`config.mk`:
```
export PLATFORM = sky130hd
export DESIGN_NAME = mbd_ctrl
export DESIGN_NICKNAME = d
export VERILOG_FILES = /design/src/hdl/mbd_pkg.sv /design/src/hdl/mbd_ctrl.sv
export SDC_FILE = /design/constraint.sdc
export NUM_CORES = 1
export LEC_CHECK = 0
export BUFFER_PORTS_ARGS = -buffer_cell sky130_fd_sc_hd__buf_2
export CAP_MARGIN = 30
export CORE_AREA = 2 2 39 41
export DETAILED_ROUTE_END_ITERATION = 8
export DIE_AREA = 0 0 41 43
export PLACE_DENSITY_LB_ADDON = 0.15
export SLEW_MARGIN = 20
export SYNTH_ARGS = -nofsm -noshare
export SYNTH_HDL_FRONTEND = slang
export SYNTH_SLANG_ARGS = --single-unit
```
`constraint.sdc`:
```
create_clock -name i_clk -period 1.5 [get_ports i_clk]
set_input_delay 0.3 -clock i_clk [delete_from_list [all_inputs] [get_ports i_clk]]
set_output_delay 0.3 -clock i_clk [all_outputs]
set_load 0.005 [all_outputs]
```
`src/hdl/mbd_pkg.sv`:
```
// Shared constants, codes and interface types of the bus decoder
package mbd_pkg;

    localparam int MEM_BYTES = 65536;
    localparam int MEM_AW    = $clog2(MEM_BYTES);
    localparam int DIV_STEPS = 14;
    localparam int DIV_CW    = $clog2(DIV_STEPS);

    // operations
    localparam logic [1:0] OP_READ    = 2'd0;
    localparam logic [1:0] OP_WRITE   = 2'd1;
    localparam logic [1:0] OP_PRELOAD = 2'd2;

    // event codes
    localparam logic [2:0] EV_NONE   = 3'd0;
    localparam logic [2:0] EV_DRAW   = 3'd1;
    localparam logic [2:0] EV_CURSOR = 3'd2;
    localparam logic [2:0] EV_RECONF = 3'd3;
    localparam logic [2:0] EV_AREA   = 3'd4;

    // bus addresses
    localparam logic [15:0] ADDR_KBD_SEL  = 16'h8000;
    localparam logic [15:0] ADDR_KBD_ROWS = 16'h8001;
    localparam logic [15:0] ADDR_KBD_MODS = 16'h8002;
    localparam logic [15:0] ADDR_STATUS   = 16'hC001;
    localparam logic [15:0] ADDR_IGNORE   = 16'hF800;
    localparam logic [15:0] PERIPH_MASK   = 16'hEFFF;
    localparam logic [15:0] REG_CRT_DATA  = 16'hC000;
    localparam logic [15:0] REG_CRT_CMD   = 16'hC001;
    localparam logic [15:0] REG_DMA_ADDR  = 16'hE004;
    localparam logic [15:0] REG_DMA_LEN   = 16'hE005;
    localparam logic [15:0] REG_DMA_MODE  = 16'hE008;

    // command bytes and field masks
    localparam logic [7:0] CMD_SEQ_START = 8'h80;
    localparam logic [7:0] CMD_FORMAT    = 8'h00;
    localparam logic [7:0] CMD_CH_START  = 8'hA4;
    localparam logic [7:0] WIDTH_MASK    = 8'h7F;
    localparam logic [7:0] HEIGHT_MASK   = 8'h3F;
    localparam logic [15:0] SIZE_MASK    = 16'h3FFF;

    // controller to datapath
    typedef struct packed {
        logic clear;
        logic load;
        logic exec;
        logic div_step;
    } t_dp_cmd;

    // datapath to controller
    typedef struct packed {
        logic clear_last;
        logic need_div;
        logic div_last;
    } t_dp_stat;

endpackage

```
`src/hdl/mbd_ctrl.sv`:
```
// Sequencing state machine of the bus decoder
module mbd_ctrl (
    input  logic              i_clk,
    input  logic              i_rst_n,
    input  logic              start,
    output logic              busy,
    input  mbd_pkg::t_dp_stat i_stat,
    output mbd_pkg::t_dp_cmd  o_cmd
);

    typedef enum logic [1:0] {S_CLEAR, S_IDLE, S_EXEC, S_DIV} t_state;

    t_state r_state;

    always_ff @(posedge i_clk) begin
        if (!i_rst_n) begin
            r_state <= S_CLEAR;
        end else begin
            unique case (r_state)
                S_CLEAR: if (i_stat.clear_last) r_state <= S_IDLE;
                S_IDLE:  if (start) r_state <= S_EXEC;
                S_EXEC:  r_state <= i_stat.need_div ? S_DIV : S_IDLE;
                S_DIV:   if (i_stat.div_last) r_state <= S_IDLE;
                default: r_state <= S_IDLE;
            endcase
        end
    end

    assign busy           = (r_state != S_IDLE);
    assign o_cmd.clear    = (r_state == S_CLEAR);
    assign o_cmd.load     = (r_state == S_IDLE) && start;
    assign o_cmd.exec     = (r_state == S_EXEC);
    assign o_cmd.div_step = (r_state == S_DIV);

endmodule

```
==> reports/metrics.cfg, run 1 <==
[pwr]
p_switching_uw=115
power-per-cell-area_nw_per_um2=1250
p_int_uw=244
leakage_nw=0.172
power_frac_comb=0.469
swShare=0.320
pwr-share-clk=0.333
p_seq_frac=0.198
vdd_drop_max_mv=0.389

[floorplanning]
start_util=0.123
pin_count=11
die_area_um2=1760
dieHeight_um=43
core_area_um2=1380
fp-row-count=14
fp.dieW_um=41

[synthesis]
syn_inst=21
yosysTopAreaCell=ha_1
synth_edf_count=0
synth_ff_type=dfxtp_1
yosysMostFrequentCell=inv_1
synthesis.nets=31
avgSynthCellArea_um2=8.10
synthTopCellsByArea=ha_1 29%, dfxtp_1 24%, inv_1 13%
synthArstFlopShare=0
syn_area_um2=170
synth_cell_types=9
ys_ff_latch=2
synth_top_cell_area_share=0.294
yosysWarnings=0
yosys-top-cells-count=6 x inv_1, 4 x ha_1, 3 x nand2_1
yosysSeqAreaShare=0.235

[min_path]
min_from=i_rst_n
min_path_type=in2reg

[worst_setup_path]
reg2reg_from=r_state[0]
worst-setup-path-type=reg2out
reg2reg_slack_ps=170
cp_num_buf_inv=3
critPathLaunch=r_state[0]
slowest_delay_ps=320
cp_top_family=flip-flops
start_kind=flop
cp_data_required_time_ps=1200
end_kind=output pin
crit_chain=buf_4, ha_2, inv_1, nor2_1, buf_2
crit_slowest_cell=dfxtp_1
crit_fanout=3
critPathArrivalTime_ps=1100

[sta]
hold_violations=0
max_freq_mhz=716
final-max-slew-violation-count=0
setup-violations-final=0
min_period_over_period=0.932
rsz0062_at_grt=no
min_period_ps=1400
setup_tns_ps=0
fin_skew_ps=2.50
maxSlewHeadroom=0.824
fin_ws_ps=103
tightestPinTransition_ps=264

[global_route]
grt_pass1_wl_um=772
grt_pass1_vias=207
grt_max_degree=5
grt_overflow=0
grt_usage=0.0691
antenna_found_initial=0

[clocking]
root_buffer=clkbuf_4
cts_hold_repair.buffers=0
cts_buffer_depth=2
htree_levels=1
cts.sinks=2
cts.reportedPaths.clkPinSlew_ps=30
clk_latency_ps=220
cts_tree=done
numCtsBuffers=3

[layout]
nNetsFinal=49
reg_top3=r_state x2
fillCellCount=165
diodes=0
drive_gt1_frac=0.459
largest_reg_flops=2
area_growth_pct=69.1
top_register=r_state

[placement]
hpwlAfterDp_um=385
io_buffers=10
post-place-ws_ps=154
gp_congestion=0.598

[routing]
vias_per_cell=3.53
firstDrtPassIters=4
first_iter_violations=3
num_vias=187
ant_nets=0
route.detailed.drc=0
wirelength_um=460
wl_per_cell_um=8.68

[run_status]
status=complete, no violations

[flow_run]
drv_cap=0

## power by group through the flow
stage	clock, mW	sequential (mW)	combinational, mW
after floorplan	0	0.0763	0.0862
after global placement	0	0.0729	0.170
after detailed placement	0	0.0720	0.173
after CTS	0.131	0.0713	0.173
after global routing	0.135	0.0728	0.190
final	0.120	0.0712	0.169
## path summary, 6_finish.rpt
check	cells after the start	endpoint
setup / recovery	5	o_cmd[2]
hold / removal	3	r_state[1]
setup reg to reg	5	r_state[0]
hold reg to reg	3	r_state[1]
## layout make-up
cell class              count  area, um^2  area share
repair buffers             13        72.6       0.252
inverters                   6        22.5      0.0783
multi-input cells          13         110       0.383
clock buffers               3        22.5      0.0783
well taps                  16        20.0      0.0696
flip-flops and latches      2        40.0       0.139
## per-stage QoR
step | utilization | power (mW) | cells | instance area [um^2] | hold WS, ps
finish | 0.208 | 0.360 | 53 | 288 | 369
detailed placement | 0.190 | 0.245 | 50 | 263 | 604
floorplan | - | 0.162 | 21 | 170 | 442
global route | 0.208 | 0.398 | 53 | 288 | 392
CTS | 0.206 | 0.376 | 53 | 285 | 366
global placement | 0.190 | 0.243 | 50 | 263 | 594
## metal layers
layer | wire length [um] | global-route usage
met5 | 0 | 0
met4 | 0 | 0.0400
met3 | 45 | 0.0471
met2 | 234 | 0.109
met1 | 180 | 0.0605
## placed cells by master, fill, tap and decap left out
cell type,n
a21o_1,1
a222oi_1,1
buf_2,10
buf_4,3
clkbuf_4,3
dfxtp_1,2
ha_1,3
ha_2,1
inv_1,6
mux2i_1,2
nand2_1,3
nand3_1,1
nor2_1,1
## timing repair
action,in CTS,in global routing
gates resized for setup,0,1
endpoints found under the setup margin,0,1
setup buffers,0,0
hold endpoints to repair,0,0
## worst register-to-register path: cells and delay by family (launching register included)
family                     cells  cell delay [ps]
buffers and inverters          2              320
AOI/OAI and AO/OA              1              270
muxes                          1              170
DFF                            1              300
adders and majority gates      1              200
## cell families (layout without fill, tap and decap cells)
family	count (synthesis)	in the layout	share of synthesized area
buffers and inverters	6	22	0.132
AND/OR/NAND/NOR	5	5	0.118
adder cells (fa/ha/maj)	4	4	0.294
AO/OA/AOI/OAI	2	2	0.103
multiplexers	2	2	0.118
flip-flops	2	2	0.235
(Power assumes the default switching activity.)
==> run 2: changes to the inputs <==
CELL_PAD_IN_SITES_DETAIL_PLACEMENT = 0   (was default)
CELL_PAD_IN_SITES_GLOBAL_PLACEMENT = 1   (was default)
==> run 2 against run 1 <==
Compared with the run above: count of clock-buffer cells in the layout unchanged; wire length shrank 7.2%; final cell count unchanged; fmax up 3.2%; worst setup slack improved by 43 ps; power is 1.9% higher; global-route usage decreased by 0.093 points; non-clock buffer count is the same.
==> reports/metrics.cfg, run 2 (synthesis results as in run 1) <==
[flow_run]
drv_cap=0

[sta]
fin_ws_ps=145
final-max-slew-violation-count=0
min_period_ps=1350
maxSlewHeadroom=0.814
setup-violations-final=0
hold_violations=0
setup_tns_ps=0
tightestPinTransition_ps=279
fin_skew_ps=2.95
min_period_over_period=0.903
max_freq_mhz=738
rsz0062_at_grt=no

[layout]
reg_top3=r_state x2
layout.cells.non_filler=53
area_growth_pct=75.0
final_common_cell=buf_2
drive_gt1_frac=0.459
largest_reg_flops=2
layout_common_cells=10 x buf_2, 6 x inv_1
nNetsFinal=49
post-route-util=0.215
diodes=0
top_register=r_state

[global_route]
grt_pass1_vias=190
grt_usage=0.0681
grt_overflow=0
grt_pass1_wl_um=738
antenna_found_initial=0
grt_max_degree=5

[worst_setup_path]
slowest_delay_ps=340
cp_data_required_time_ps=1650
end_kind=flop
crit-reg2reg-capture=r_state[1]
crit_end=r_state[1]
start_kind=flop
crit_chain=inv_1, ha_1, a222oi_1, buf_4, mux2i_1
rr_worst_depth=5
reg2reg_slack_ps=150
critPathLaunch=r_state[1]
reg2reg_from=r_state[1]
critPathArrivalTime_ps=1500
crit_slowest_cell=a222oi_1
worst-setup-path-type=reg2reg
crit_fanout=2

[placement]
gp_congestion=0.631
post-place-ws_ps=169
hpwlAfterDp_um=363
placed_cells=50
io_buffers=10

[pwr]
p_seq_frac=0.195
p_int_uw=250
swShare=0.318
vdd_drop_max_mv=0.420
p_switching_uw=116
leakage_nw=0.174
finalPower_uw=367
pwr-share-clk=0.317
power-per-cell-area_nw_per_um2=1230
power_frac_comb=0.488

[routing]
vias_per_cell=3.53
wl_per_cell_um=8.06
wirelength_um=427
first_iter_violations=2
firstDrtPassIters=4
num_vias=187
route.detailed.drc=0
ant_nets=0

[clocking]
root_buffer=clkbuf_4
htree_levels=1
cts_buffer_depth=2
cts.reportedPaths.clkPinSlew_ps=30
numCtsBuffers=3
clk_latency_ps=220
cts_tree=done
cts.sinks=2

[floorplanning]
start_util=0.123
fp-row-count=14
pin_count=11
fp.dieW_um=41
die_area_um2=1760
dieHeight_um=43
core_area_um2=1380

[run_status]
status=complete, no violations

[min_path]
min_path_type=in2reg

-- run 2: power groups by stage --
stage	Combinational [mW]	Sequential, mW	Clock (mW)
final	0.179	0.0713	0.116
after global routing	0.204	0.0734	0.136
after CTS	0.171	0.0713	0.124
after detailed placement	0.171	0.0721	0
after global placement	0.173	0.0727	0
after floorplan	0.0862	0.0763	0
-- run 2: per-stage QoR --
| stage | cell area, um^2 | hold WS [ps] |
|---|---|---|
| 6_report | 298 | 369 |
| 5_1_grt | 298 | 372 |
| 4_1_cts | 285 | 360 |
| 3_5_place_dp | 263 | 585 |
| 3_3_place_gp | 263 | 592 |
| 2_1_floorplan | 170 | 442 |
-- run 2: critical path, delay by kind of cell, from the launching register on --
family | cells | cell delay, ps
AOI/OAI and AO/OA | 1 | 340
muxes | 1 | 160
buffers and inverters | 2 | 260
DFF | 1 | 320
adders and majority gates | 1 | 200
-- run 2: timing repair --
item / 4_1_cts / 5_1_grt
setup buffers: 0 / 0
hold buffers: 0 / 0
gates resized for setup: 0 / 2
setup endpoints to repair: 0 / 1
-- run 2: routing by layer --
metal,GRT usage,vias to the layer above,share of wire
li1,-,100,-
met1,0.0671,82,0.39
met2,0.0781,5,0.50
met3,0.0524,0,0.11
met4,0.0800,0,0
met5,0,-,0
-- run 2: area by class of cell --
class | count | area (um^2)
flip-flops and latches | 2 | 40.0
clock buffers | 3 | 22.5
inverters | 6 | 22.5
repair buffers | 13 | 72.6
multi-input cells | 13 | 120
well taps | 16 | 20.0
fillers | 165 | 1090
-- run 2: worst min path at each step --
stage | end | startpoint | depth (start not counted) | slack (ps)
2_1_floorplan | r_state[0] | i_rst_n | 2 | 440
3_3_place_gp | r_state[1] | r_state[1] | 3 | 590
3_5_place_dp | r_state[0] | r_state[0] | 3 | 590
4_1_cts | r_state[0] | i_rst_n | 3 | 360
5_1_grt | r_state[1] | i_rst_n | 3 | 370
6_report | r_state[0] | i_rst_n | 3 | 370
==> run 3: changes to the inputs <==
==> constraint.sdc (replaced) <==
create_clock -name i_clk -period 1.5 [get_ports i_clk]
set_input_delay 0.15 -clock i_clk [delete_from_list [all_inputs] [get_ports i_clk]]
set_output_delay 0.15 -clock i_clk [all_outputs]
set_load 0.005 [all_outputs]
==> run 3 against run 2 <==
Compared with the run above: global-route usage unchanged; fmax increased by 0.61%; final cell count did not move; first-iteration DRC count unchanged; wire length decreased by 1.2%; non-clock buffer count did not move; register-to-register slack hardly changed; sequential cell count stayed put; worst setup slack better by 8.2 ps; sequential share of layout area is 0.59 points higher; hold slack worse by 150 ps; die area unchanged; critical endpoint unchanged; largest cell class unchanged.
==> reports/metrics.cfg, run 3 (synthesis results as in run 1) <==
[routing]
vias_per_cell=3.47
route.detailed.drc=0
ant_nets=0
num_vias=184
wirelength_um=422
wl_per_cell_um=7.96
first_iter_violations=2
firstDrtPassIters=4

[global_route]
grt_overflow=0
grt_max_degree=5
antenna_found_initial=0
grt_pass1_wl_um=738
grt_pass1_vias=190
grt_usage=0.0681

[placement]
placed_cells=50
dpl_cell_area_um2=263
io_buffers=10
gp_congestion=0.631
hpwlAfterDp_um=363

[run_status]
status=complete, no violations

[floorplanning]
start_util=0.123
dieHeight_um=43
core_area_um2=1380
die_area_um2=1760
fp.dieW_um=41
fp-row-count=14
pin_count=11

[layout]
area_growth_pct=67.6
layout.cells.non_filler=53
drive_gt1_frac=0.432
diodes=0
largest_reg_flops=2
multi_input_area_um2=108
stdcell_area_um2=285
post-route-util=0.206
final_common_cell=buf_2
fillCellCount=165
reg_top3=r_state x2
top_register=r_state
regArea_um2=40.0
nNetsFinal=49
layout_common_cells=10 x buf_2, 6 x inv_1, 4 x ha_1

[sta]
final-max-slew-violation-count=0
max_freq_mhz=743
min_period_ps=1350
tightestPinTransition_ps=283
fin_skew_ps=2.95
min_period_over_period=0.898
hold_violations=0
setup_tns_ps=0
rsz0062_at_grt=no
setup-violations-final=0
holdWs_ps=219
maxSlewHeadroom=0.811

[clocking]
cts_buffer_depth=2
ctsResizeCount=0
cts.sinks=2
cts_hold_repair.buffers=0
clk_latency_ps=220
numCtsBuffers=3
postCtsSetupBuffers=0
cts_tree=done
cts.reportedPaths.clkPinSlew_ps=30
htree_levels=1
root_buffer=clkbuf_4

[worst_setup_path]
crit-reg2reg-capture=r_state[1]
reg2reg_slack_ps=150
crit_chain=inv_1, ha_1, a222oi_1, buf_4, mux2i_1
cp_num_buf_inv=2
crit_end=r_state[1]
cp_top_family=compound AO/OA/AOI/OAI gates
start_kind=flop
critPathLaunch=r_state[0]
reg2reg_from=r_state[0]
slowest_delay_ps=340
cp_num_cells=5
crit_fanout=2
rr_worst_depth=5
end_kind=flop
cp_data_required_time_ps=1650
crit_slowest_cell=a222oi_1
critPathArrivalTime_ps=1500
worst-setup-path-type=reg2reg

[pwr]
power_frac_comb=0.470
p_switching_uw=111
p_int_uw=243
p_seq_frac=0.202
swShare=0.314
pwr-share-clk=0.328
power-per-cell-area_nw_per_um2=1240
leakage_nw=0.173
vdd_drop_max_mv=0.401

[flow_run]
drv_cap=0

[min_path]
min_path_type=in2reg

[run 3: power groups by stage]
stage	clock network, mW	registers [mW]	logic (mW)
5_1_grt	0.136	0.0734	0.190
3_5_place_dp	0	0.0721	0.171
2_1_floorplan	0	0.0763	0.0862
4_1_cts	0.124	0.0713	0.171
6_report	0.116	0.0715	0.167
3_3_place_gp	0	0.0727	0.173
[run 3: per-layer routing]
| metal | GRT usage | share of wire | up-vias |
|---|---|---|---|
| li1 | - | - | 100 |
| met1 | 0.0671 | 0.38 | 79 |
| met2 | 0.0781 | 0.51 | 5 |
| met3 | 0.0524 | 0.11 | 0 |
| met4 | 0.0800 | 0 | 0 |
| met5 | 0 | 0 | - |
[run 3: final cells by class]
class,count,area share
clock buffer,3,0.0789
inverter,6,0.0789
tap,16,0.0702
multi-input combinational,13,0.377
sequential,2,0.140
timing repair buffer,13,0.254
[run 3: worst min path at each step]
stage / startpoint / endpoint / cells after the start
after floorplan: i_rst_n / r_state[0] / 2
after CTS: i_rst_n / r_state[0] / 3
after detailed placement: i_rst_n / r_state[0] / 3
after global placement: i_rst_n / r_state[1] / 3
after global routing: i_rst_n / r_state[1] / 3
final: i_rst_n / r_state[0] / 3
[run 3: tightest hold or removal path, stage by stage]
cell and delay (ps):
buf_2 120, nand2_1 60, mux2i_1 50
[run 3: metrics by stage]
stage          total power, mW  setup slack, ps
2_1_floorplan            0.162              119
3_3_place_gp             0.246              159
3_5_place_dp             0.243              169
4_1_cts                  0.367              147
5_1_grt                  0.400             40.4
6_report                 0.354              154
